==> src/dual_queue_shared_buffer_top_macros.svh <==
`ifndef DUAL_QUEUE_SHARED_BUFFER_TOP_MACROS_SVH
`define DUAL_QUEUE_SHARED_BUFFER_TOP_MACROS_SVH

// same-cycle implication, sampled on clk, off during reset
`define DQSB_ASSERT_NOW(label, ante, cons) \
    label: assert property (@(posedge clk) disable iff (!rst_n) (ante) |-> (cons)) \
        else $error("dqsb check failed");

// next-cycle implication, sampled on clk, off during reset
`define DQSB_ASSERT_NEXT(label, ante, cons) \
    label: assert property (@(posedge clk) disable iff (!rst_n) (ante) |=> (cons)) \
        else $error("dqsb check failed");

`endif

==> src/dqsb_pkg.sv <==
package dqsb_pkg;

    localparam int DEPTH_DEF = 16;
    localparam int DATA_W    = 32;
    localparam int OP_W      = 2;
    localparam int STATUS_W  = 2;

    localparam logic [OP_W-1:0] OP_PUSH_ONE = 2'd0;
    localparam logic [OP_W-1:0] OP_POP_ONE  = 2'd1;
    localparam logic [OP_W-1:0] OP_PUSH_TWO = 2'd2;
    localparam logic [OP_W-1:0] OP_POP_TWO  = 2'd3;

    localparam logic [STATUS_W-1:0] STATUS_OK    = 2'd0;
    localparam logic [STATUS_W-1:0] STATUS_FULL  = 2'd1;
    localparam logic [STATUS_W-1:0] STATUS_EMPTY = 2'd2;

    typedef enum logic [1:0] {
        S_IDLE,
        S_EXEC,
        S_RESP
    } ctrl_state_t;

    typedef struct packed {
        logic load;
        logic exec;
        logic resp;
    } dp_cmd_t;

    typedef struct packed {
        logic out_busy;
    } dp_stat_t;

endpackage

==> src/dual_queue_shared_buffer_top.sv <==
// Each request passes through accept, pointer update and RAM access, and result load;
// a new request is accepted only after the previous result is loaded, and a stalled
// output holds the request in the result stage.
// Reset (rst_n, async, active low): queue one pointers to -1, queue two pointers
// to DEPTH, controller idle, no result pending. Storage is not cleared.
`include "dual_queue_shared_buffer_top_macros.svh"

module dual_queue_shared_buffer_top #(
    parameter int DEPTH = dqsb_pkg::DEPTH_DEF
) (
    input  logic                               clk,
    input  logic                               rst_n,
    input  logic                               in_valid,
    output logic                               in_ready,
    input  logic [dqsb_pkg::OP_W-1:0]          op,
    input  logic signed [dqsb_pkg::DATA_W-1:0] push_value,
    output logic                               out_valid,
    input  logic                               out_ready,
    output logic signed [dqsb_pkg::DATA_W-1:0] pop_value,
    output logic [dqsb_pkg::STATUS_W-1:0]      status
);
    import dqsb_pkg::*;

    dp_cmd_t  cmd;
    dp_stat_t stat;
    logic     idle;

    dqsb_ctrl u_ctrl (
        .clk      (clk),
        .rst_n    (rst_n),
        .in_valid (in_valid),
        .in_ready (in_ready),
        .stat     (stat),
        .cmd      (cmd),
        .idle     (idle)
    );

    dqsb_datapath #(
        .DEPTH (DEPTH)
    ) u_datapath (
        .clk        (clk),
        .rst_n      (rst_n),
        .cmd        (cmd),
        .stat       (stat),
        .op         (op),
        .push_value (push_value),
        .out_valid  (out_valid),
        .out_ready  (out_ready),
        .pop_value  (pop_value),
        .status     (status)
    );

    `DQSB_ASSERT_NEXT(a_one_in_flight, in_valid && in_ready, !in_ready && cmd.exec)
    `DQSB_ASSERT_NOW(a_fail_zero, out_valid && status != STATUS_OK, pop_value == '0)
    `DQSB_ASSERT_NOW(a_status_code, out_valid, status <= STATUS_EMPTY)
    `DQSB_ASSERT_NOW(a_resp_free, cmd.resp, !(out_valid && !out_ready) && !idle)

endmodule

==> src/dqsb_ctrl.sv <==
module dqsb_ctrl (
    input  logic              clk,
    input  logic              rst_n,
    input  logic              in_valid,
    output logic              in_ready,
    input  dqsb_pkg::dp_stat_t stat,
    output dqsb_pkg::dp_cmd_t  cmd,
    output logic              idle
);
    import dqsb_pkg::*;

    ctrl_state_t state_reg;
    ctrl_state_t state_next;

    always_ff @(posedge clk or negedge rst_n)
    begin
        if (!rst_n)
        begin
            state_reg <= S_IDLE;
        end
        else
        begin
            state_reg <= state_next;
        end
    end

    always_comb
    begin
        state_next = state_reg;
        case (state_reg)
            S_IDLE:
            begin
                if (in_valid)
                begin
                    state_next = S_EXEC;
                end
            end
            S_EXEC:
            begin
                state_next = S_RESP;
            end
            S_RESP:
            begin
                if (!stat.out_busy)
                begin
                    state_next = S_IDLE;
                end
            end
            default:
            begin
                state_next = S_IDLE;
            end
        endcase
    end

    always_comb
    begin
        in_ready = 1'b0;
        idle     = 1'b0;
        cmd      = '0;
        case (state_reg)
            S_IDLE:
            begin
                in_ready = 1'b1;
                idle     = 1'b1;
                cmd.load = in_valid;
            end
            S_EXEC:
            begin
                cmd.exec = 1'b1;
            end
            S_RESP:
            begin
                cmd.resp = !stat.out_busy;
            end
            default:
            begin
                cmd = '0;
            end
        endcase
    end

endmodule

==> src/dqsb_datapath.sv <==
module dqsb_datapath #(
    parameter int DEPTH = dqsb_pkg::DEPTH_DEF
) (
    input  logic                                  clk,
    input  logic                                  rst_n,
    input  dqsb_pkg::dp_cmd_t                      cmd,
    output dqsb_pkg::dp_stat_t                     stat,
    input  logic [dqsb_pkg::OP_W-1:0]              op,
    input  logic signed [dqsb_pkg::DATA_W-1:0]     push_value,
    output logic                                  out_valid,
    input  logic                                  out_ready,
    output logic signed [dqsb_pkg::DATA_W-1:0]     pop_value,
    output logic [dqsb_pkg::STATUS_W-1:0]          status
);
    import dqsb_pkg::*;

    localparam int AW = (DEPTH > 1) ? $clog2(DEPTH) : 1;
    localparam int PW = $clog2(DEPTH + 1) + 1;

    localparam logic signed [PW-1:0] P_ONE   = PW'(1);
    localparam logic signed [PW-1:0] P_NEG   = PW'(-1);
    localparam logic signed [PW-1:0] P_ZERO  = PW'(0);
    localparam logic signed [PW-1:0] P_TOP   = PW'(DEPTH);
    localparam logic signed [PW-1:0] P_TOPM1 = PW'(DEPTH - 1);

    logic [DATA_W-1:0] storage [DEPTH];
    logic [DATA_W-1:0] rd_data_reg;

    logic [OP_W-1:0]        op_reg, op_next;
    logic [DATA_W-1:0]      val_reg, val_next;
    logic signed [PW-1:0]   front_one_reg, front_one_next;
    logic signed [PW-1:0]   rear_one_reg, rear_one_next;
    logic signed [PW-1:0]   front_two_reg, front_two_next;
    logic signed [PW-1:0]   rear_two_reg, rear_two_next;
    logic [STATUS_W-1:0]    res_status_reg, res_status_next;
    logic                   res_pop_reg, res_pop_next;
    logic                   out_valid_reg, out_valid_next;
    logic [DATA_W-1:0]      pop_value_reg, pop_value_next;
    logic [STATUS_W-1:0]    status_reg, status_next;

    logic                   wr_en;
    logic [AW-1:0]          wr_addr;
    logic [AW-1:0]          rd_addr;
    logic signed [PW-1:0]   rear_one_inc;
    logic signed [PW-1:0]   rear_two_dec;
    logic                   full;

    assign rear_one_inc = rear_one_reg + P_ONE;
    assign rear_two_dec = rear_two_reg - P_ONE;
    assign full         = (rear_one_inc == rear_two_reg);

    always_comb
    begin
        op_next         = op_reg;
        val_next        = val_reg;
        front_one_next  = front_one_reg;
        rear_one_next   = rear_one_reg;
        front_two_next  = front_two_reg;
        rear_two_next   = rear_two_reg;
        res_status_next = res_status_reg;
        res_pop_next    = res_pop_reg;
        wr_en           = 1'b0;
        wr_addr         = rear_one_inc[AW-1:0];
        rd_addr         = front_one_reg[AW-1:0];

        if (cmd.load)
        begin
            op_next  = op;
            val_next = push_value;
        end

        if (cmd.exec)
        begin
            res_status_next = STATUS_OK;
            res_pop_next    = 1'b0;
            case (op_reg)
                OP_PUSH_ONE:
                begin
                    if (full)
                    begin
                        res_status_next = STATUS_FULL;
                    end
                    else
                    begin
                        if (front_one_reg == P_NEG)
                        begin
                            front_one_next = P_ZERO;
                        end
                        rear_one_next = rear_one_inc;
                        wr_en         = 1'b1;
                        wr_addr       = rear_one_inc[AW-1:0];
                    end
                end
                OP_POP_ONE:
                begin
                    if (front_one_reg == P_NEG || front_one_reg > rear_one_reg)
                    begin
                        res_status_next = STATUS_EMPTY;
                        front_one_next  = P_NEG;
                        rear_one_next   = P_NEG;
                    end
                    else
                    begin
                        res_pop_next   = 1'b1;
                        rd_addr        = front_one_reg[AW-1:0];
                        front_one_next = front_one_reg + P_ONE;
                    end
                end
                OP_PUSH_TWO:
                begin
                    if (full)
                    begin
                        res_status_next = STATUS_FULL;
                    end
                    else
                    begin
                        if (front_two_reg == P_TOP)
                        begin
                            front_two_next = P_TOPM1;
                        end
                        rear_two_next = rear_two_dec;
                        wr_en         = 1'b1;
                        wr_addr       = rear_two_dec[AW-1:0];
                    end
                end
                OP_POP_TWO:
                begin
                    if (front_two_reg == P_TOP || front_two_reg < rear_two_reg)
                    begin
                        res_status_next = STATUS_EMPTY;
                        front_two_next  = P_TOP;
                        rear_two_next   = P_TOP;
                    end
                    else
                    begin
                        res_pop_next   = 1'b1;
                        rd_addr        = front_two_reg[AW-1:0];
                        front_two_next = front_two_reg - P_ONE;
                    end
                end
                default:
                begin
                    res_status_next = STATUS_OK;
                end
            endcase
        end
    end

    always_comb
    begin
        out_valid_next = out_valid_reg;
        pop_value_next = pop_value_reg;
        status_next    = status_reg;
        if (cmd.resp)
        begin
            out_valid_next = 1'b1;
            pop_value_next = res_pop_reg ? rd_data_reg : '0;
            status_next    = res_status_reg;
        end
        else if (out_ready)
        begin
            out_valid_next = 1'b0;
        end
    end

    // read data is held until the result stage loads it
    always_ff @(posedge clk)
    begin
        if (wr_en)
        begin
            storage[wr_addr] <= val_reg;
        end
        if (cmd.exec)
        begin
            rd_data_reg <= storage[rd_addr];
        end
    end

    always_ff @(posedge clk or negedge rst_n)
    begin
        if (!rst_n)
        begin
            front_one_reg <= P_NEG;
            rear_one_reg  <= P_NEG;
            front_two_reg <= P_TOP;
            rear_two_reg  <= P_TOP;
            out_valid_reg <= 1'b0;
        end
        else
        begin
            front_one_reg <= front_one_next;
            rear_one_reg  <= rear_one_next;
            front_two_reg <= front_two_next;
            rear_two_reg  <= rear_two_next;
            out_valid_reg <= out_valid_next;
        end
    end

    always_ff @(posedge clk)
    begin
        op_reg         <= op_next;
        val_reg        <= val_next;
        res_status_reg <= res_status_next;
        res_pop_reg    <= res_pop_next;
        pop_value_reg  <= pop_value_next;
        status_reg     <= status_next;
    end

    assign stat.out_busy = out_valid_reg && !out_ready;
    assign out_valid     = out_valid_reg;
    assign pop_value     = pop_value_reg;
    assign status        = status_reg;

endmodule

==> config.mk <==
export PLATFORM = sky130hd
export DESIGN_NAME = dual_queue_shared_buffer_top
export DESIGN_NICKNAME = d
export VERILOG_FILES = /design/src/dqsb_pkg.sv /design/src/dual_queue_shared_buffer_top.sv /design/src/dqsb_ctrl.sv /design/src/dqsb_datapath.sv
export VERILOG_INCLUDE_DIRS = /design/src /design/src/src
export SDC_FILE = /design/constraint.sdc
export NUM_CORES = 1
export LEC_CHECK = 0
export BUFFER_PORTS_ARGS = -buffer_cell sky130_fd_sc_hd__buf_2
export CORE_AREA = 2 2 238 240
export CTS_CLUSTER_DIAMETER = 120
export CTS_CLUSTER_SIZE = 12
export DETAILED_ROUTE_END_ITERATION = 6
export DIE_AREA = 0 0 240 242
export GPL_TIMING_DRIVEN = 0
export PLACE_DENSITY = 0.73
export SYNTH_ARGS = -nofsm -noshare
export SYNTH_HDL_FRONTEND = slang
export SYNTH_SLANG_ARGS = --single-unit
==> constraint.sdc <==
create_clock -name clk -period 4.26 [get_ports clk]
set_clock_uncertainty 0.15 [all_clocks]
set_input_delay 0.426 -clock clk [delete_from_list [all_inputs] [get_ports clk]]
set_output_delay 0.426 -clock clk [all_outputs]
set_load 0.05 [all_outputs]
==> results.md, run 1 <==
- Synth async-reset ratio: 4.21%
- Final min period: 4.24 ns
- Htree depth: 2
- TNS Setup: 0 ns
- GRT met1 Usage: 28.3%
- Inserted Clock Buffers: 59
- Worst IR Drop VDD: 0.000346 V
- Max_slew headroom: 36.9%
- Die area: 58,100 sq um
- Yosys reg bits: 642
- Most Used Layer, Global Route: met2
- Initial antenna violation count: 1
- Total Routing Usage GR: 21.4%
- Final GP Congestion: 0.837
- Reg2reg path depth: 12
- Actual slew at the worst max-slew pin: 0.940 ns
- Pwr Total: 19.1 mW
- Slew Limit Fails: 0
- Yosys cell types: 51
- FF-to-FF End: u_datapath.rd_data_reg[27]
- Mean post-synth cell area: 17.6 sq um
- Cells after synthesis: 1,408
- Post-DP HPWL: 37,700 um
- Total gr overflow: 0
- Final WS setup: 0.0242 ns
- Share of the synthesized area in the top cell type: 74.5%
- Final count of negative-setup-slack endpoints: 0
- Clk buf depth: 3
- First-pass GRT wire length: 90,100 um
- Yosys warnings: 0
- PD cells: 656 nW/um^2
- R2r setup slk: 0.02 ns
- Main synth FF type: edfxtp_1
- DR pass1 iterations: 7
- Layout cells sized above 1: 17.5%
- GR Util met2: 35.0%
- Setup CP Type: reg -> reg
- Initial core utilization: 44.5%
- Final Hold Viols: 0
- Antenna diodes: 0
- Ranking of synthesized cells by area: edfxtp_1, mux2i_1, o22ai_1
- Max FO, Critical Path: 10
- Cell accounting for the most synthesized area: edfxtp_1
- Number of flops mapped to enable cells by yosys: 615
- Most frequent cell after synthesis: edfxtp_1
- Die span in x: 240 um
- Clk_lat worst skew: 0.64 ns
- I/O pins: 74
- Placement Setup Slack: -0.557 ns
- Max-cap violations: 0
- Vias in the first global route: 14,100
- Std-Cell Rows: 87
- PortBufs: 73
- Worst path required time: 4.46 ns
- CTS tree: done
- Reg clk slew, reported paths: 0.07 ns
- Largest reg by FF count: u_datapath.storage
- Leakage: 10.5 nW
- Syn nets: 1,461
- Vias/cell: 5.78
- Critical Path Sink: u_datapath.rd_data_reg[27]
- Largest net degree at the start of global routing: 28
- Setup crit start: u_datapath.rear_two_reg[3]
- CP Launch Type: register
- Clock sink count: 642
- Met3 GRT Util: 3.14%
- Fmax: 236 MHz
- DRC Markers: 1
- Crit path capture type: register
- FF-to-FF Start: u_datapath.rear_two_reg[3]
- Hold Path Class: in -> async
- Vias: 13,900
- Routed wire length: 62,300 um
- P&R area growth vs syn: 17.5%
- WL/cell: 26.0 um
- Synth cell count leaders: edfxtp_1, mux2i_1, o22ai_1, nand2_1, nor2_1
- Nets: 1,675
- Seq/Total Area, Yosys: 77.2%
- Max reg flops: 512
- Die H: 242 um
- Synth Cell Area: 24,800 sq um
- Arr. time, crit path: 4.44 ns
- Core ar.: 55,700 sq um
- Failing checks: design-rule violations
- Status: finished with violations
- DRT iter0 DRCs: 1,744
- Period utilisation layout: 99.4%
- Number of antenna-violating nets in the routed design: 0
- Root Driver: clkbuf_16
-- final cells by class --
type | instances | area, sq um
plain buffers | 64 | 395
well taps | 756 | 946
fillers | 4360 | 26600
flip-flops and latches | 642 | 19200
inverters | 18 | 68.8
multi-input cells | 683 | 5500
repair buffers | 154 | 1440
clock buffers | 79 | 1570
clock inverters | 3 | 58.8
-- critical path: stages, from the launching register on --
cell and delay, ns:
dfrtp_1 0.32, clkbuf_1 0.24, inv_1 0.13, ha_1 0.33, nand4_1 0.11, o221ai_2 0.30
mux2i_4 0.30, buf_12 0.15, mux2_2 0.37, nand2_1 0.27, buf_2 0.45, o22ai_1 0.20
or4_1 0.60
-- cell usage in the layout, fill, tap and decap left out, types with 7 or more instances in the layout --
master / count
edfxtp_1: 615
mux2i_1: 260
o22ai_1: 130
buf_2: 79
clkbuf_16: 60
nand2_1: 39
buf_4: 39
dlygate4sd3_1: 37
and2_1: 36
or4_1: 32
clkbuf_1: 30
buf_12: 27
nor2_1: 22
o21ai_0: 21
inv_1: 17
nor2_4: 16
clkbuf_2: 16
ha_1: 15
dfstp_2: 14
dfrtp_1: 13
xnor2_1: 12
nor3_1: 9
nand2b_1: 9
nand3_1: 8
a21oi_1: 8
and3_1: 7
-- cell families (layout without fill, tap and decap cells) --
family,count (synthesis),in the layout,share of synthesized area (%)
compound gates,187,187,4.79
simple gates,198,198,4.36
flops,642,642,77.2
fa+ha+maj,15,15,0.757
mux,265,265,10.8
buf+inv,83,318,1.40
xor+xnor,18,18,0.691
-- timing repair --
item,in CTS,in global routing
setup endpoints to repair,544,480
setup buffers,20,5
pin swaps,12,2
endpoints found under the hold margin,50,0
resized for setup,57,31
hold buffers,37,0
cloned,0,0
-- routing by layer --
layer	wire [um]	share of wire, %
met3	5210	8.4
met1	24000	39
met4	2860	4.6
met2	30200	48
met5	0	0
-- stage by stage --
stage	area, sq um	utilization (%)	hold WS, ns	instances
detailed placement	26600	47.8	0.263	2256
CTS	29100	52.1	0.196	2395
global route	29200	52.3	0.277	2399
finish	29200	52.3	0.201	2399
global placement	26100	46.9	0.252	2237
floorplan	24800	-	-0.0196	1408
-- how the worst min path moves through the flow --
stage                             endpoint  depth (start not counted)
2_1_floorplan          u_ctrl.state_reg[0]                          0
3_3_place_gp          u_datapath.status[0]                          0
3_5_place_dp          u_datapath.status[1]                          0
4_1_cts                u_ctrl.state_reg[1]                          2
5_1_grt                u_ctrl.state_reg[1]                          2
6_report       u_datapath.front_two_reg[1]                          2
-- power by group --
part	internal [mW]	switching, mW	total, mW
combinational	2.23	3.92	6.15
clock	2.55	2.20	4.75
sequential	7.83	0.407	8.24
Power figures use the tool's default switching activity.
==> run 2: changes to the inputs <==
PLACE_DENSITY = 0.7   (was 0.73)
clock period = 5.5 ns   (was 4.26 ns; I/O delays follow)
==> results.md, run 2 (same netlist as run 1, synthesis figures left out) <==
- Vias in the first global route: 13,400
- Max_slew headroom: 13.5%
- DRT iter0 DRCs: 1,538
- Final count of negative-setup-slack endpoints: 0
- Fmax: 205 MHz
- Status: finished, final reports clean
- Core ar.: 55,700 sq um
- PD cells: 510 nW/um^2
- PortBufs: 73
- Crit path capture type: register
- WL/cell: 25.9 um
- Initial antenna violation count: 0
- Initial core utilization: 44.5%
- Placed cell count: 2,256
- Fillers: 4,456
- Final GP Congestion: 0.828
- Most frequent cells in the layout: edfxtp_1, mux2i_1, o22ai_1, buf_2, clkbuf_16
- Routed wire length: 61,500 um
- Total Routing Usage GR: 21.2%
- Arr. time, crit path: 5.05 ns
- Vias: 13,500
- CTS resizes: 0
- Fin cells: 2,376
- Max-cap violations: 0
- Slowest stage delay, CP: 0.87 ns
- Std-Cell Rows: 87
- Gate power share: 31.3%
- Setup CP Type: reg -> reg
- Clk_lat worst skew: 0.64 ns
- Period utilisation layout: 88.7%
- Post-DP HPWL: 37,400 um
- Reg2reg path depth: 10
- DR pass1 iterations: 6
- Worst IR Drop VDD: 0.000244 V
- I/O pins: 74
- Largest reg by FF count: u_datapath.storage
- Clock sink count: 642
- Final min period: 4.88 ns
- TNS Setup: 0 ns
- Slowest CP cell: nor2_4
- Power Internal: 9.64 mW
- Hold-fix buffers, CTS: 36
- R2r setup slk: 0.62 ns
- Final Hold Viols: 0
- Crit-path cells: clkbuf_1, nand3_1, nor3_1, xnor3_1, a211oi_1, nand2_1, nor3_1, a31oi_1, nor2_4, buf_16
- Max FO, Critical Path: 19
- Post-CTS Setup Bufs: 0
- Die H: 242 um
- Nets: 1,650
- Die span in x: 240 um
- Reg clk slew, reported paths: 0.06 ns
- Reg power frac: 43.6%
- Max reg flops: 512
- Actual slew at the worst max-slew pin: 1.30 ns
- Worst hold start: out_ready
- RSZ-0062 raised after global routing: false
- Min-Delay Endpoint: u_datapath.out_valid
- Net Sw Power: 4.98 mW
- Slew Limit Fails: 0
- Layout cells sized above 1: 14.1%
- First-pass GRT wire length: 88,500 um
- FF-to-FF End: u_datapath.storage[13][30]
- Die area: 58,100 sq um
- DRC Markers: 0
- Worst path required time: 5.67 ns
- Cell family with most CP delay: simple AND/OR/NAND/NOR gates
- Largest net degree at the start of global routing: 28
- Number of antenna-violating nets in the routed design: 0
- Sw frac: 34.1%
- WHS Path Cells: 3
- Root Driver: clkbuf_16
- Most used cell along the critical path: nor3_1
- Htree depth: 2
- Leakage: 10.2 nW
- Hold Path Class: in -> reg
- WP buf/inv: 2
- CTS tree: done
- Inserted Clock Buffers: 59
- Total gr overflow: 0
- CP Launch Type: register
- Clk buf depth: 3
- Clock network power share: 25.2%
- P&R area growth vs syn: 15.5%
- Layout Utilization: 51.4%
- Most common cell after layout, fill and taps aside: edfxtp_1
- Hold_ws: 0.0764 ns
- Vias/cell: 5.68
- FF-to-FF Start: u_datapath.rear_one_reg[0]
## run 2: cell types whose count changed in the layout (fill, tap and decap cells not counted), sizes merged
cell / before / now
clkdlybuf4s15: 2 / 0
dlygate4sd3: 37 / 36
clkinv: 3 / 2
buf: 148 / 125
diode: 0 / 1
clkbuf: 110 / 112
inv: 18 / 19
## run 2: area by class of cell
class,count,area (sq um),area share [%]
timing repair buffer,128,1120,3.91
tap,756,946,3.30
multi-input combinational,683,5430,18.9
antenna,1,2.50,0.00874
buffer,65,279,0.974
clock inverter,3,58.8,0.205
sequential,642,19200,66.9
clock buffer,80,1580,5.50
inverter,18,67.6,0.236
## run 2: power by group through the flow
stage	clock network [mW]	registers (mW)	logic (mW)
2_1_floorplan	0	6.54	2.78
3_3_place_gp	0	6.47	4.31
3_5_place_dp	0	6.46	4.52
4_1_cts	3.73	6.36	4.56
5_1_grt	3.92	6.41	4.86
6_report	3.68	6.37	4.57
## run 2: worst max-delay path by stage
stage                          startpoint                          to  slack [ns]  depth (start not counted)
2_1_floorplan  u_datapath.rear_one_reg[0]   u_datapath.storage[13][0]         1.0                          9
3_3_place_gp   u_datapath.rear_one_reg[0]  u_datapath.storage[13][23]       -1.35                          9
3_5_place_dp   u_datapath.rear_one_reg[0]  u_datapath.storage[13][27]        0.71                         10
4_1_cts        u_datapath.rear_one_reg[0]   u_datapath.storage[13][0]        0.67                         10
5_1_grt        u_datapath.rear_one_reg[0]   u_datapath.storage[13][1]        0.31                         10
6_report       u_datapath.rear_one_reg[0]  u_datapath.storage[13][30]        0.62                         10
## run 2: metal layers
| layer | vias to the layer above | global-route usage, % | share of wire (%) | wire (um) |
|---|---|---|---|---|
| met5 | - | 0 | 0 | 0 |
| met2 | 606 | 34.6 | 48 | 29600 |
| li1 | 5951 | - | - | - |
| met3 | 105 | 3.65 | 8.0 | 4910 |
| met4 | 0 | 6.96 | 2.9 | 1770 |
| met1 | 6830 | 28.8 | 41 | 25200 |
## run 2: metrics by stage
stage	power, mW	cell area, sq um	setup slack (ns)
global placement	10.8	26100	-1.35
global route	15.2	28600	0.312
detailed placement	11.0	26600	0.714
finish	14.6	28600	0.623
CTS	14.7	28600	0.668
floorplan	9.32	24800	0.996
## run 2: worst register-to-register path, delay by kind of cell, from the launching register on
kind            cells  cell delay, ns
xor+xnor            1            0.32
flops               1            0.55
simple gates        5            2.10
buf+inv             2            0.56
compound gates      2            0.88
